## config.mk

```make
export PLATFORM = sky130hd
export DESIGN_NAME = decimal_limb_add_sub_div_top
export DESIGN_NICKNAME = d
export VERILOG_FILES = /design/src/hw/rtl/dlasd_pkg.sv /design/src/hw/rtl/decimal_limb_add_sub_div_top.sv /design/src/hw/rtl/dlasd_scale.sv /design/src/hw/rtl/dlasd_div.sv
export SDC_FILE = /design/constraint.sdc
export NUM_CORES = 2
export LEC_CHECK = 0
export CAP_MARGIN = 20
export CORE_MARGIN = 3
export CORE_UTILIZATION = 41
export CTS_BUF_LIST = sky130_fd_sc_hd__clkbuf_16
export DETAILED_ROUTE_END_ITERATION = 8
export DONT_BUFFER_PORTS = 1
export REMOVE_ABC_BUFFERS = 1
export SLEW_MARGIN = 20
export SYNTH_ARGS = -nofsm -noshare
export SYNTH_HDL_FRONTEND = slang
export SYNTH_SLANG_ARGS = --single-unit
export TNS_END_PERCENT = 30
```

## constraint.sdc

```tcl
create_clock -name clk_i -period 13 [get_ports clk_i]
set_clock_uncertainty 0.1 [all_clocks]
set_input_delay 1.95 -clock clk_i [delete_from_list [all_inputs] [get_ports clk_i]]
set_output_delay 1.95 -clock clk_i [all_outputs]
set_load 0.02 [all_outputs]
```

## src/hw/rtl/dlasd_pkg.sv

```systemverilog
// ----------------------------------------------------------------------------
// dlasd_pkg: shared types and constants for the decimal limb add/sub/divide
// Field widths, unit command and status bundles, operation codes and the
// power-of-ten modulus lookup.
// ----------------------------------------------------------------------------
package dlasd_pkg;

  localparam int WORD_W          = 32;
  localparam int DIV_W           = 64;
  localparam int DIGIT_W         = 4;
  localparam int MAX_LIMB_DIGITS = 9;
  localparam int FALLBACK_DIGITS = 4;
  localparam int RESET_DIGITS    = 4;

  typedef enum logic [1:0] {
    OP_ADD  = 2'd0,
    OP_SUB  = 2'd1,
    OP_DIV  = 2'd2,
    OP_NONE = 2'd3
  } dlasd_op_e;

  typedef struct packed {
    logic               start;
    logic [DIGIT_W-1:0] digits;
  } dlasd_scale_cmd_t;

  typedef struct packed {
    logic start;
    logic half;   // integer part: 32 dividend bits only
  } dlasd_div_cmd_t;

  typedef struct packed {
    logic busy;
    logic done;
  } dlasd_unit_stat_t;

  // Ten to the given power, for digit counts 0 to 9.
  function automatic logic [WORD_W-1:0] pow10_f(input logic [DIGIT_W-1:0] digits);
    logic [WORD_W-1:0] m;
    case (digits)
      4'd0:    m = 32'd1;
      4'd1:    m = 32'd10;
      4'd2:    m = 32'd100;
      4'd3:    m = 32'd1000;
      4'd4:    m = 32'd10000;
      4'd5:    m = 32'd100000;
      4'd6:    m = 32'd1000000;
      4'd7:    m = 32'd10000000;
      4'd8:    m = 32'd100000000;
      4'd9:    m = 32'd1000000000;
      default: m = 32'd10000;
    endcase
    return m;
  endfunction

endpackage

```

## src/hw/rtl/decimal_limb_add_sub_div_top.sv

```systemverilog
// ----------------------------------------------------------------------------
// decimal_limb_add_sub_div_top: streaming base-10^k limb add/sub/divide
// Adds, subtracts or divides by a word fixed-point decimal numbers, one limb
// pair per beat, carrying carry/borrow or remainder between limbs.
// ----------------------------------------------------------------------------
//  channel | direction | handshake              | payload
//  --------+-----------+------------------------+------------------------------
//  in      | sink      | in_valid_i / in_stall_o | req_type, operands, int_part,
//          |           |                        | last
//  out     | source    | out_valid_o/out_stall_i | result_limb, result_last,
//          |           |                        | all_zero, div_error
//  cfg     | sink      | cfg_we_i               | cfg_wdata_i (limb digits)
//
//  An accepted beat is latched in ST_IDLE and decoded in ST_ARITH. Add/sub
//  of the integer part is registered there; a fractional limb goes through
//  ST_FIX. A divide of the integer part runs 32 divider bits in ST_DIV; a
//  fractional limb first takes k times-ten steps in the scaler, where k is
//  the digit count, then 64 divider bits. The next beat is taken only after
//  the result is committed, so the bit-serial divider sets the rate of divides.
//  Reset is asynchronous, active low; it clears carry and remainder, sets the
//  zero flag and sets the digit count to 4. A stalled result holds in the
//  output register while the next beat is already in work.
// ----------------------------------------------------------------------------
module decimal_limb_add_sub_div_top #(
  parameter int MaxLimbDigits = dlasd_pkg::MAX_LIMB_DIGITS
) (
  input  logic                               clk_i,
  input  logic                               rst_ni,
  // configuration
  input  logic                               cfg_we_i,
  input  logic [dlasd_pkg::DIGIT_W-1:0]      cfg_wdata_i,
  // input beats
  input  logic                               in_valid_i,
  output logic                               in_stall_o,
  input  logic [1:0]                         req_type_i,
  input  logic [dlasd_pkg::WORD_W-1:0]       operand_a_i,
  input  logic [dlasd_pkg::WORD_W-1:0]       operand_b_i,
  input  logic                               int_part_i,
  input  logic                               last_i,
  // result beats
  output logic                               out_valid_o,
  input  logic                               out_stall_i,
  output logic [dlasd_pkg::WORD_W-1:0]       result_limb_o,
  output logic                               result_last_o,
  output logic                               all_zero_o,
  output logic                               div_error_o
);
  import dlasd_pkg::*;

  // width of the largest modulus the digit range allows
  localparam int ModW = $clog2(pow10_f(DIGIT_W'(MaxLimbDigits)) + 1);
  localparam int WrkW = WORD_W + 2;

  typedef enum logic [2:0] {
    ST_IDLE,
    ST_ARITH,
    ST_FIX,
    ST_SCALE,
    ST_DIV,
    ST_DONE
  } state_e;

  state_e             state_q, state_d;
  logic [DIGIT_W-1:0] digits_q, digits_d;
  dlasd_op_e          op_q, op_d;
  logic [WORD_W-1:0]  a_q, a_d;
  logic [WORD_W-1:0]  b_q, b_d;
  logic               ip_q, ip_d;
  logic               last_q, last_d;
  logic [WrkW-1:0]    work_q, work_d;
  logic [WORD_W-1:0]  res_q, res_d;
  logic               err_q, err_d;
  logic               upd_q, upd_d;
  logic               cb_q, cb_d;
  logic [WORD_W-1:0]  rem_q, rem_d;
  logic               zero_q, zero_d;
  logic               out_valid_q, out_valid_d;
  logic [WORD_W-1:0]  out_limb_q, out_limb_d;
  logic               out_last_q, out_last_d;
  logic               out_zero_q, out_zero_d;
  logic               out_err_q, out_err_d;

  logic [DIGIT_W-1:0] eff_digits;
  logic [ModW-1:0]    modulus;
  logic [WrkW-1:0]    sum_w, diff_w, over_w;
  logic [WORD_W-1:0]  sub_fix;
  logic               zero_next;
  logic               out_free;
  logic               accept;

  dlasd_scale_cmd_t   scale_cmd;
  dlasd_unit_stat_t   scale_stat;
  logic [DIV_W-1:0]   scale_prod;
  dlasd_div_cmd_t     div_cmd;
  dlasd_unit_stat_t   div_stat;
  logic [DIV_W-1:0]   div_dividend;
  logic [WORD_W-1:0]  div_quot;
  logic [WORD_W-1:0]  div_rem;

  // out-of-range digit counts fall back to four digits
  assign eff_digits = ((digits_q == '0) || (digits_q > DIGIT_W'(MaxLimbDigits))) ?
                      DIGIT_W'(FALLBACK_DIGITS) : digits_q;
  assign modulus    = ModW'(pow10_f(eff_digits));

  assign sum_w   = {2'b00, a_q} + {2'b00, b_q} + {{(WrkW-1){1'b0}}, cb_q};
  assign diff_w  = {2'b00, a_q} - {2'b00, b_q} - {{(WrkW-1){1'b0}}, cb_q};
  assign over_w  = work_q - {{(WrkW-ModW){1'b0}}, modulus};
  assign sub_fix = work_q[WORD_W-1:0] + {{(WORD_W-ModW){1'b0}}, modulus};

  assign zero_next = zero_q & ~(upd_q & (res_q != '0));
  assign out_free  = !out_valid_q || !out_stall_i;

  assign in_stall_o = (state_q != ST_IDLE);
  assign accept     = in_valid_i && !in_stall_o;

  // integer part divides its own word; a fractional limb adds the scaled remainder
  assign div_dividend = (state_q == ST_SCALE) ?
                        scale_prod + {{(DIV_W-WORD_W){1'b0}}, a_q} :
                        {a_q, {(DIV_W-WORD_W){1'b0}}};

  always_comb begin
    state_d     = state_q;
    digits_d    = digits_q;
    op_d        = op_q;
    a_d         = a_q;
    b_d         = b_q;
    ip_d        = ip_q;
    last_d      = last_q;
    work_d      = work_q;
    res_d       = res_q;
    err_d       = err_q;
    upd_d       = upd_q;
    cb_d        = cb_q;
    rem_d       = rem_q;
    zero_d      = zero_q;
    out_valid_d = out_valid_q && out_stall_i;
    out_limb_d  = out_limb_q;
    out_last_d  = out_last_q;
    out_zero_d  = out_zero_q;
    out_err_d   = out_err_q;
    scale_cmd   = '0;
    div_cmd     = '0;

    if (cfg_we_i) begin
      digits_d = cfg_wdata_i;
    end

    case (state_q)
      ST_IDLE: begin
        // latch the beat and decode it next cycle
        if (accept) begin
          op_d    = dlasd_op_e'(req_type_i);
          a_d     = operand_a_i;
          b_d     = operand_b_i;
          ip_d    = int_part_i;
          last_d  = last_i;
          state_d = ST_ARITH;
        end
      end
      ST_ARITH: begin
        err_d = 1'b0;
        upd_d = 1'b1;
        res_d = '0;
        case (op_q)
          OP_ADD: begin
            if (ip_q) begin
              // integer part wraps and swallows the carry
              res_d   = sum_w[WORD_W-1:0];
              cb_d    = 1'b0;
              state_d = ST_DONE;
            end else begin
              work_d  = sum_w;
              state_d = ST_FIX;
            end
          end
          OP_SUB: begin
            if (ip_q) begin
              res_d   = diff_w[WORD_W-1:0];
              cb_d    = 1'b0;
              state_d = ST_DONE;
            end else begin
              work_d  = diff_w;
              state_d = ST_FIX;
            end
          end
          OP_DIV: begin
            if (b_q == '0) begin
              // zero divisor: flag it, result and remainder drop to zero
              err_d   = 1'b1;
              rem_d   = '0;
              state_d = ST_DONE;
            end else if (ip_q) begin
              div_cmd.start = 1'b1;
              div_cmd.half  = 1'b1;
              state_d       = ST_DIV;
            end else begin
              scale_cmd.start  = 1'b1;
              scale_cmd.digits = eff_digits;
              state_d          = ST_SCALE;
            end
          end
          default: begin
            // unused code: no arithmetic, zero flag untouched
            upd_d   = 1'b0;
            state_d = ST_DONE;
          end
        endcase
      end
      ST_FIX: begin
        if (op_q == OP_ADD) begin
          // subtract the modulus at most once
          if (!over_w[WrkW-1]) begin
            res_d = over_w[WORD_W-1:0];
            cb_d  = 1'b1;
          end else begin
            res_d = work_q[WORD_W-1:0];
            cb_d  = 1'b0;
          end
        end else begin
          // negative difference: borrow from the next limb
          if (work_q[WrkW-1]) begin
            res_d = sub_fix;
            cb_d  = 1'b1;
          end else begin
            res_d = work_q[WORD_W-1:0];
            cb_d  = 1'b0;
          end
        end
        state_d = ST_DONE;
      end
      ST_SCALE: begin
        if (scale_stat.done) begin
          div_cmd.start = 1'b1;
          div_cmd.half  = 1'b0;
          state_d       = ST_DIV;
        end
      end
      ST_DIV: begin
        if (div_stat.done) begin
          res_d   = div_quot;
          rem_d   = div_rem;
          state_d = ST_DONE;
        end
      end
      ST_DONE: begin
        // hold until the output register is free, then commit the beat
        if (out_free) begin
          out_valid_d = 1'b1;
          out_limb_d  = res_q;
          out_last_d  = last_q;
          out_zero_d  = zero_next;
          out_err_d   = err_q;
          if (last_q) begin
            cb_d   = 1'b0;
            rem_d  = '0;
            zero_d = 1'b1;
          end else begin
            zero_d = zero_next;
          end
          state_d = ST_IDLE;
        end
      end
      default: begin
        state_d = ST_IDLE;
      end
    endcase
  end

  always_ff @(posedge clk_i or negedge rst_ni) begin
    if (!rst_ni) begin
      state_q     <= ST_IDLE;
      digits_q    <= DIGIT_W'(RESET_DIGITS);
      op_q        <= OP_NONE;
      a_q         <= '0;
      b_q         <= '0;
      ip_q        <= 1'b0;
      last_q      <= 1'b0;
      work_q      <= '0;
      res_q       <= '0;
      err_q       <= 1'b0;
      upd_q       <= 1'b0;
      cb_q        <= 1'b0;
      rem_q       <= '0;
      zero_q      <= 1'b1;
      out_valid_q <= 1'b0;
      out_limb_q  <= '0;
      out_last_q  <= 1'b0;
      out_zero_q  <= 1'b0;
      out_err_q   <= 1'b0;
    end else begin
      state_q     <= state_d;
      digits_q    <= digits_d;
      op_q        <= op_d;
      a_q         <= a_d;
      b_q         <= b_d;
      ip_q        <= ip_d;
      last_q      <= last_d;
      work_q      <= work_d;
      res_q       <= res_d;
      err_q       <= err_d;
      upd_q       <= upd_d;
      cb_q        <= cb_d;
      rem_q       <= rem_d;
      zero_q      <= zero_d;
      out_valid_q <= out_valid_d;
      out_limb_q  <= out_limb_d;
      out_last_q  <= out_last_d;
      out_zero_q  <= out_zero_d;
      out_err_q   <= out_err_d;
    end
  end

  dlasd_scale u_scale (
    .clk_i   (clk_i),
    .rst_ni  (rst_ni),
    .cmd_i   (scale_cmd),
    .value_i (rem_q),
    .stat_o  (scale_stat),
    .prod_o  (scale_prod)
  );

  dlasd_div u_div (
    .clk_i      (clk_i),
    .rst_ni     (rst_ni),
    .cmd_i      (div_cmd),
    .dividend_i (div_dividend),
    .divisor_i  (b_q),
    .stat_o     (div_stat),
    .quot_o     (div_quot),
    .rem_o      (div_rem)
  );

  assign out_valid_o   = out_valid_q;
  assign result_limb_o = out_limb_q;
  assign result_last_o = out_last_q;
  assign all_zero_o    = out_zero_q;
  assign div_error_o   = out_err_q;

  // an accepted beat blocks the input until its result is committed
  assert property (@(posedge clk_i) disable iff (!rst_ni)
    accept |=> in_stall_o)
    else $error("input not stalled after an accepted beat");

  // scaler and divider never run at once
  assert property (@(posedge clk_i) disable iff (!rst_ni)
    !(scale_stat.busy && div_stat.busy))
    else $error("scaler and divider busy together");

  // a divide error always carries a zero limb
  assert property (@(posedge clk_i) disable iff (!rst_ni)
    (out_valid_o && div_error_o) |-> (result_limb_o == '0))
    else $error("divide error with non-zero limb");

  // a finished beat with a free output register shows up next cycle
  assert property (@(posedge clk_i) disable iff (!rst_ni)
    ((state_q == ST_DONE) && !out_valid_q) |=> out_valid_o)
    else $error("finished beat not presented");

endmodule

```

## src/hw/rtl/dlasd_scale.sv

```systemverilog
// ----------------------------------------------------------------------------
// dlasd_scale: serial multiply by a power of ten
// Multiplies a held word by ten once per cycle, one decimal digit a step,
// until the digit count runs out.
// ----------------------------------------------------------------------------
module dlasd_scale (
  input  logic                           clk_i,
  input  logic                           rst_ni,
  input  dlasd_pkg::dlasd_scale_cmd_t    cmd_i,
  input  logic [dlasd_pkg::WORD_W-1:0]   value_i,
  output dlasd_pkg::dlasd_unit_stat_t    stat_o,
  output logic [dlasd_pkg::DIV_W-1:0]    prod_o
);
  import dlasd_pkg::*;

  logic               run_q, run_d;
  logic [DIGIT_W-1:0] cnt_q, cnt_d;
  logic [DIV_W-1:0]   acc_q, acc_d;

  always_comb begin
    run_d = run_q;
    cnt_d = cnt_q;
    acc_d = acc_q;
    if (cmd_i.start) begin
      run_d = 1'b1;
      cnt_d = cmd_i.digits;
      acc_d = {{(DIV_W-WORD_W){1'b0}}, value_i};
    end else if (run_q) begin
      if (cnt_q == '0) begin
        run_d = 1'b0;
      end else begin
        acc_d = (acc_q << 3) + (acc_q << 1);
        cnt_d = cnt_q - 1'b1;
      end
    end
  end

  always_ff @(posedge clk_i or negedge rst_ni) begin
    if (!rst_ni) begin
      run_q <= 1'b0;
      cnt_q <= '0;
      acc_q <= '0;
    end else begin
      run_q <= run_d;
      cnt_q <= cnt_d;
      acc_q <= acc_d;
    end
  end

  assign stat_o.busy = run_q;
  assign stat_o.done = run_q && (cnt_q == '0);
  assign prod_o      = acc_q;

endmodule

```

## src/hw/rtl/dlasd_div.sv

```systemverilog
// ----------------------------------------------------------------------------
// dlasd_div: bit-serial restoring divider
// Divides a left-aligned dividend by a word, one quotient bit per cycle,
// keeping the low word of the quotient and the exact remainder.
// ----------------------------------------------------------------------------
module dlasd_div (
  input  logic                           clk_i,
  input  logic                           rst_ni,
  input  dlasd_pkg::dlasd_div_cmd_t      cmd_i,
  input  logic [dlasd_pkg::DIV_W-1:0]    dividend_i,
  input  logic [dlasd_pkg::WORD_W-1:0]   divisor_i,
  output dlasd_pkg::dlasd_unit_stat_t    stat_o,
  output logic [dlasd_pkg::WORD_W-1:0]   quot_o,
  output logic [dlasd_pkg::WORD_W-1:0]   rem_o
);
  import dlasd_pkg::*;

  localparam int CntW = $clog2(DIV_W + 1);

  logic              run_q, run_d;
  logic [CntW-1:0]   cnt_q, cnt_d;
  logic [DIV_W-1:0]  dsh_q, dsh_d;
  logic [WORD_W-1:0] dvs_q, dvs_d;
  logic [WORD_W-1:0] rem_q, rem_d;
  logic [WORD_W-1:0] quot_q, quot_d;
  logic [WORD_W:0]   trial;
  logic [WORD_W+1:0] diff;

  // partial remainder stays below the divisor, so one compare per bit suffices
  assign trial = {rem_q, dsh_q[DIV_W-1]};
  assign diff  = {1'b0, trial} - {2'b00, dvs_q};

  always_comb begin
    run_d  = run_q;
    cnt_d  = cnt_q;
    dsh_d  = dsh_q;
    dvs_d  = dvs_q;
    rem_d  = rem_q;
    quot_d = quot_q;
    if (cmd_i.start) begin
      run_d  = 1'b1;
      cnt_d  = cmd_i.half ? CntW'(WORD_W) : CntW'(DIV_W);
      dsh_d  = dividend_i;
      dvs_d  = divisor_i;
      rem_d  = '0;
      quot_d = '0;
    end else if (run_q) begin
      if (cnt_q == '0) begin
        run_d = 1'b0;
      end else begin
        dsh_d  = dsh_q << 1;
        cnt_d  = cnt_q - 1'b1;
        quot_d = {quot_q[WORD_W-2:0], ~diff[WORD_W+1]};
        rem_d  = diff[WORD_W+1] ? trial[WORD_W-1:0] : diff[WORD_W-1:0];
      end
    end
  end

  always_ff @(posedge clk_i or negedge rst_ni) begin
    if (!rst_ni) begin
      run_q  <= 1'b0;
      cnt_q  <= '0;
      dsh_q  <= '0;
      dvs_q  <= '0;
      rem_q  <= '0;
      quot_q <= '0;
    end else begin
      run_q  <= run_d;
      cnt_q  <= cnt_d;
      dsh_q  <= dsh_d;
      dvs_q  <= dvs_d;
      rem_q  <= rem_d;
      quot_q <= quot_d;
    end
  end

  assign stat_o.busy = run_q;
  assign stat_o.done = run_q && (cnt_q == '0);
  assign quot_o      = quot_q;
  assign rem_o       = rem_q;

endmodule

```

Word level (Yosys, flattened, before mapping) --
Memories as Yosys holds them, arrays and structs flattened. Index checks and enable logic that the tools add are counted.
Word-level totals: register bits 450, memory bits (read-only) 480, input port bits 77, output and inout port bits 37, logic and storage cells 176, memories kept 1
Memories:
- (name not given) | depth 16, bits a word 30, read ports 1, clocked after memory_dff 0, wr ports 0, RTL line dlasd_pkg.sv:40 | case (digits)
Operators by class: $add $sub $neg 11, order comparisons 1, equal/unequal tests 20, multiplexer cells 77, bitwise gates (word level) 4, reduce and logical (&&, ||, !) cells 34
Operators by type and width (count):
- 32-bit two-way mux | 18
- 64-bit two-way mux | 7
- 32-bit case mux with 3 select lines | 2
- 34-bit two-way mux | 2
- 34-bit case mux with 2 select lines | 1
- 64-bit by 32-bit adder with 64-bit output | 1
- 64-bit adder | 1
- 32-bit case mux with 2 select lines | 1
- 33-bit by 1-bit adder with 34-bit output | 1
- 33-bit by 2-bit subtractor with 34-bit output | 1
- 33-bit by 32-bit subtractor with 34-bit output | 1
- 34-bit by 30-bit subtractor with 34-bit output | 1
- 32-bit by 32-bit adder with 33-bit output | 1
- 32-bit by 32-bit subtractor with 33-bit output | 1
- 32-bit by 30-bit adder with 32-bit output | 1
- 32-bit logical NOT | 1
- 32-bit nonzero test | 1
- 7-bit two-way mux | 4
- 2-bit != test, second input constant | 13
- 3-bit two-way mux | 7
- 5-bit two-way mux | 4
- 1-bit two-way mux | 19
- 3-bit case mux with 6 select lines | 1
- 4-bit two-way mux | 4
- 29 further kinds | 53

Logic depth before layout (Yosys ltp) --
depth after elaboration 9, depth in mapped cells 23, depth with buffers taken out 21

Modules after synthesis --
A second synthesis with hierarchy kept.
Unflattened totals: cell total of the unflattened synthesis 4507, area total of the unflattened synthesis 36543.8 µm²
Modules (own cells, without submodules):
- decimal_limb_add_sub_div_top | instances 1, cells each 2678, area each 20723.6 µm², seq. area each 5335.1 µm²
- dlasd_div | instances 1, cells each 1021, area each 9305.2 µm², seq. area each 4204.0 µm²
- dlasd_scale | instances 1, cells each 808, area each 6515.0 µm², seq. area each 1726.7 µm²

Least setup slack after synthesis --
OpenSTA, ideal clock, no wires.
kind register to register, start register digits_q[3], end register res_q[11], setup time 135 ps, data arrival time 4274 ps, slack 8491 ps, stages on the path, launching flop included 23, period minus slack after synthesis 4509 ps, cell sequence dfrtp_1 clkbuf_1 o21ai_0 and2_1 inv_1 ha_1 and2_1 nor2_1 a21oi_1 inv_1 nand2_1 ha_1 nand2b_1 a211o_1 a21oi_1 o211ai_1 and3b_1 or2_2 buf_2 a221o_1 a22o_1 a221oi_1 o21ai_0
On the way: word-level cells in the longest chain between the ends 8
RTL lines:
- from (decl) | RTL line decimal_limb_add_sub_div_top.sv:64 | logic [DIGIT_W-1:0] digits_q, digits_d;
- from (signal assigned) | RTL line decimal_limb_add_sub_div_top.sv:272 | digits_q <= DIGIT_W'(RESET_DIGITS);
- from (signal assigned) | RTL line decimal_limb_add_sub_div_top.sv:292 | digits_q <= digits_d;
- 4-bit > comparator / 4-bit logical NOT (equally long branches) | RTL line decimal_limb_add_sub_div_top.sv:101 | assign eff_digits = ((digits_q == '0) || (digits_q > DIGIT_W'(MaxLimbDigits))) ?
- 1-bit logical OR | RTL line decimal_limb_add_sub_div_top.sv:101
- 4-bit two-way mux * | RTL line decimal_limb_add_sub_div_top.sv:101
- memory 16 x 30 bit *
- 34-bit by 30-bit subtractor with 34-bit output / 32-bit by 30-bit adder with 32-bit output (equally long branches) | RTL line decimal_limb_add_sub_div_top.sv:107, decimal_limb_add_sub_div_top.sv:108
- 32-bit two-way mux (on tied branches) | RTL line decimal_limb_add_sub_div_top.sv:212, decimal_limb_add_sub_div_top.sv:221
- 32-bit two-way mux * | RTL line decimal_limb_add_sub_div_top.sv:210 | if (op_q == OP_ADD) begin
- 32-bit case mux with 3 select lines * | RTL line decimal_limb_add_sub_div_top.sv:148 | case (state_q)
- to (signal assigned) | RTL line decimal_limb_add_sub_div_top.sv:299 | res_q <= res_d;
- to (decl) | RTL line decimal_limb_add_sub_div_top.sv:71 | logic [WORD_W-1:0] res_q, res_d;
Mark *: on every way between the ends. The rest lies on a longest branch, timed or not. A chain may end at the register's enable or synchronous reset.

Worst setup path in the final report --
start register digits_q[1], end register res_q[11]
The elaborated chain is that of the path after synthesis.

==> metrics.md <==
| Metric | Value |
|---|---|
| Final-stage net count | roughly 4700 |
| Synth Area in Compound Gates | 0.251 |
| Input/output buffers | 0 |
| Reg2reg start | digits_q[1] |
| Critical path endpoint category | register |
| Simple-Gate Fraction of Synth Area | 0.197 |
| # DRC | 0 |
| Htree depth | 2 |
| FF-to-FF End | res_q[11] |
| Hold Path End | zero_q |
| Die ar. | about 90000 sq um |
| Share of layout cells above drive strength 1 | 0.0610 |
| DR iter-0 viols | roughly 2600 |
| Largest family of logic cells by synthesized area | compound AO/OA/AOI/OAI gates |
| Total congestion overflow | 0 |
| CTS max path bufs | 3 |
| CTS tree | built |
| Reg2Reg Setup Slack | 7.34 ns |
| Max Cap Viol | 0 |
| Initial Utilization | 0.415 |
| Clk_lat worst skew | 0.63 ns |
| Critical Path, Cell by Cell | nor3_1, a211oi_1, nand3_1, ha_1, nor2b_1, o31ai_1, a211o_1, a21oi_1, o211ai_1, a211oi_1, or2_2, a221o_1, a22o_1, a221oi_1, o21ai_0 |
| Final setup fails | 0 |
| RSZ-0062 raised after global routing | no |
| Setup bufs post-CTS | 0 |
| Area growth syn-to-layout | 8.07% |
| CTS resizes | 0 |
| Antenna violations before repair | 3 |
| Busiest grt layer | met2 |
| Most frequent cells in the layout | 711 x nand2_1, 446 x dfrtp_1, 407 x a21oi_1 |
| Die Ht | ~300 um |
| CTS root buf | clkbuf_16 |
| Fill count | between 8000 and 9000 |
| Fin area | between 30000 and 40000 sq um |
| Synth cell types | 109 |
| Post-synth top area cell | dfrtp_1 |
| Status | finished clean |
| Top Ports | between 100 and 150 |
| DP Wirelength | around 90000 um |
| Synth Flop Type | dfrtp_1 |
| Hold Crit Depth | 2 |
| Final hold vios | 0 |
| Post-synthesis adder-cell area fraction | 0.0968 |
| Period utilisation layout | 0.435 |
| Worst Max-Slew Pin Slew | about 1.3 ns |
| Fin crit period | roughly 5.7 ns |
| Std cell rows | 107 |
| Register area share after synthesis | 0.317 |
| First-pass GRT wire length | 187000 um |
| Hold Path Class | reg2reg |
| Register bit total from synthesis | 450 |
| CP max FO | 19 |
| Mapped Area | about 36000 sq um |
| CP max stage delay | between 0.8 and 0.9 ns |
| Commonest non-fill, non-tap cell in the layout | nand2_1 |
| Post-synth top area share | 0.314 |
| Placeable core area | around 86000 sq um |
| Startpoint Class | register |
| Largest net degree at the start of global routing | about 450 |
| M2 GR Usage | 0.447 |
| DP Area | approximately 36000 sq um |
| Post-synth EDFFs | 0 |
| Detailed-route via count | 32425 |
| GRT Resource Usage Total | 0.263 |
| Most Frequent Cell on Critical Path | a211oi_1 |
| DR vias/cell | just under 6 |
| Maximum achievable frequency | ~180 MHz |
| GRT met1 Usage | 0.349 |
| FF-to-FF path depth | 15 |
| Routability cong. | 0.931 |
| Slowest stage cell, crit path | a211oi_1 |
| Die Wd | between 300 and 400 um |
| Async SR Flop Fraction | 1.00 |
| Rel. slew slack | 0.126 |
| Slew Viols, Final | 0 |
| Setup TNS | 0 ns |
| Antenna Nets Post-Route | 0 |
| WS Path Type | reg2reg |
| Clock sink total | 450 |
| CTS Hold Buffers Added | 0 |
| Synth top area cells | dfrtp_1 31%, ha_1 9.2%, nand2_1 7.5% |
| Final WL | approximately 120000 um |
| Ys Warns | 0 |
| Xor/xnor share of the synthesized area | 0.0614 |
| Syn_area_per_cell | 7.97 sq um |
| Worst EP required | 13.39 ns |
| TritonCTS Buffers | 55 |
| Hold Path Origin | zero_q |
| Clock Pin Slew Worst Setup and Hold Paths | 0.07 ns |
| Wire per inst | between 20 and 25 um |
| Arrival time at the worst endpoint | ~6 ns |
| DRT Pass-1 Iters | 6 |
| Vias in the first global route | between 30000 and 40000 |
| Met3 Use GR | 0.0260 |
| Syn Inst Count | about 4500 |
| Mux contribution to synthesized area | 0.0279 |
[flip-flops by register name (all words and copies together), names as in the netlist, 3 cells and up]
register	cells
rem_q	32
u_scale.cnt_q	4
b_q	32
u_div.cnt_q	7
a_q	32
u_div.quot_o	32
u_scale.prod_o	64
work_q	34
u_div.dvs_q	32
u_div.dsh_q	64
result_limb_o	32
digits_q	4
res_q	32
state_q	3
u_div.rem_o	32
[layer usage]
| layer | wire length (um) | vias to the layer above |
|---|---|---|
| li1 | - | 15607 |
| met1 | 53500 | 15816 |
| met2 | 57900 | 808 |
| met4 | 4370 | 2 |
| met5 | 7 | - |
| met3 | 5360 | 192 |
[final cells by class]
type,instances,area (sq um),area share
Multi-Input combinational cell,3552,22700,0.590
Sequential cell,450,11300,0.293
Tap cell,1144,1430,0.0373
Clock buffer,57,1430,0.0371
Inverter,203,762,0.0198
Clock inverter,47,437,0.0114
Timing Repair Buffer,50,415,0.0108
Antenna cell,3,7.51,0.000196
[worst max-delay path, delay by kind of cell (launching register included)]
family                     cells  cell delay (ns)
AOI/OAI and AO/OA             10             3.40
DFF                            1             0.48
and+or+nand+nor                4             1.17
adders and majority gates      1             0.37
[synth_stat cells (11+ instances only)]
cell	n
nor2b_1	53
o21a_1	31
nand3_1	90
o21bai_1	45
xor2_1	81
o21ai_0	368
nor3_1	83
or3_1	21
ha_1	262
or2_2	20
mux2_2	41
nand2_1	713
o22ai_1	28
buf_1	24
o221ai_1	21
a211oi_1	46
nand4_1	39
dfrtp_1	446
nor2_1	309
xnor2_1	168
nor3b_1	19
nand2b_1	41
o31ai_1	24
a221o_1	13
a31oi_1	79
inv_1	202
and2_1	17
nor4_1	40
a21o_1	125
a21boi_0	11
and3_1	37
clkbuf_1	211
mux2i_1	53
o211ai_1	25
a221oi_1	25
a22oi_1	12
a21oi_1	408
a22o_1	20
[kinds of logic (layout without fill, tap and decap cells)]
group                    count (synthesis)  after routing
AO/OA/AOI/OAI                         1413           1413
XOR/XNOR                               249            249
adder cells (fa/ha/maj)                270            270
buffers and inverters                  455            357
flip-flops                             450            450
multiplexers                            94             94
other                                    0              3
AND/OR/NAND/NOR                       1526           1526
[stage by stage]
| stage | std cells | hold WS, ns | utilization | setup slack (ns) |
|---|---|---|---|---|
| floorplan | 4205 | 0.339 | - | 7.05 |
| global placement | 5397 | 0.349 | 0.426 | 7.42 |
| detailed placement | 5397 | 0.353 | 0.426 | 7.45 |
| CTS | 5501 | 0.364 | 0.448 | 7.40 |
| global route | 5503 | 0.396 | 0.449 | 6.87 |
| finish | 5506 | 0.361 | 0.449 | 7.34 |
[worst max path at each step]
| stage | cells past startpoint | to | slack, ns | startpoint |
|---|---|---|---|---|
| after global placement | 16 | res_q[28] | 7.42 | digits_q[1] |
| final | 15 | res_q[11] | 7.34 | digits_q[1] |
| after global routing | 16 | res_q[28] | 6.87 | digits_q[1] |
| after floorplan | 8 | u_div.cnt_q[4] | 7.05 | u_div.cnt_q[0] |
| after CTS | 19 | res_q[11] | 7.40 | digits_q[1] |
| after detailed placement | 19 | res_q[11] | 7.45 | digits_q[1] |
Power is not shown: default switching activity piles up to over one toggle a cycle in this logic, so the estimate is an artifact.
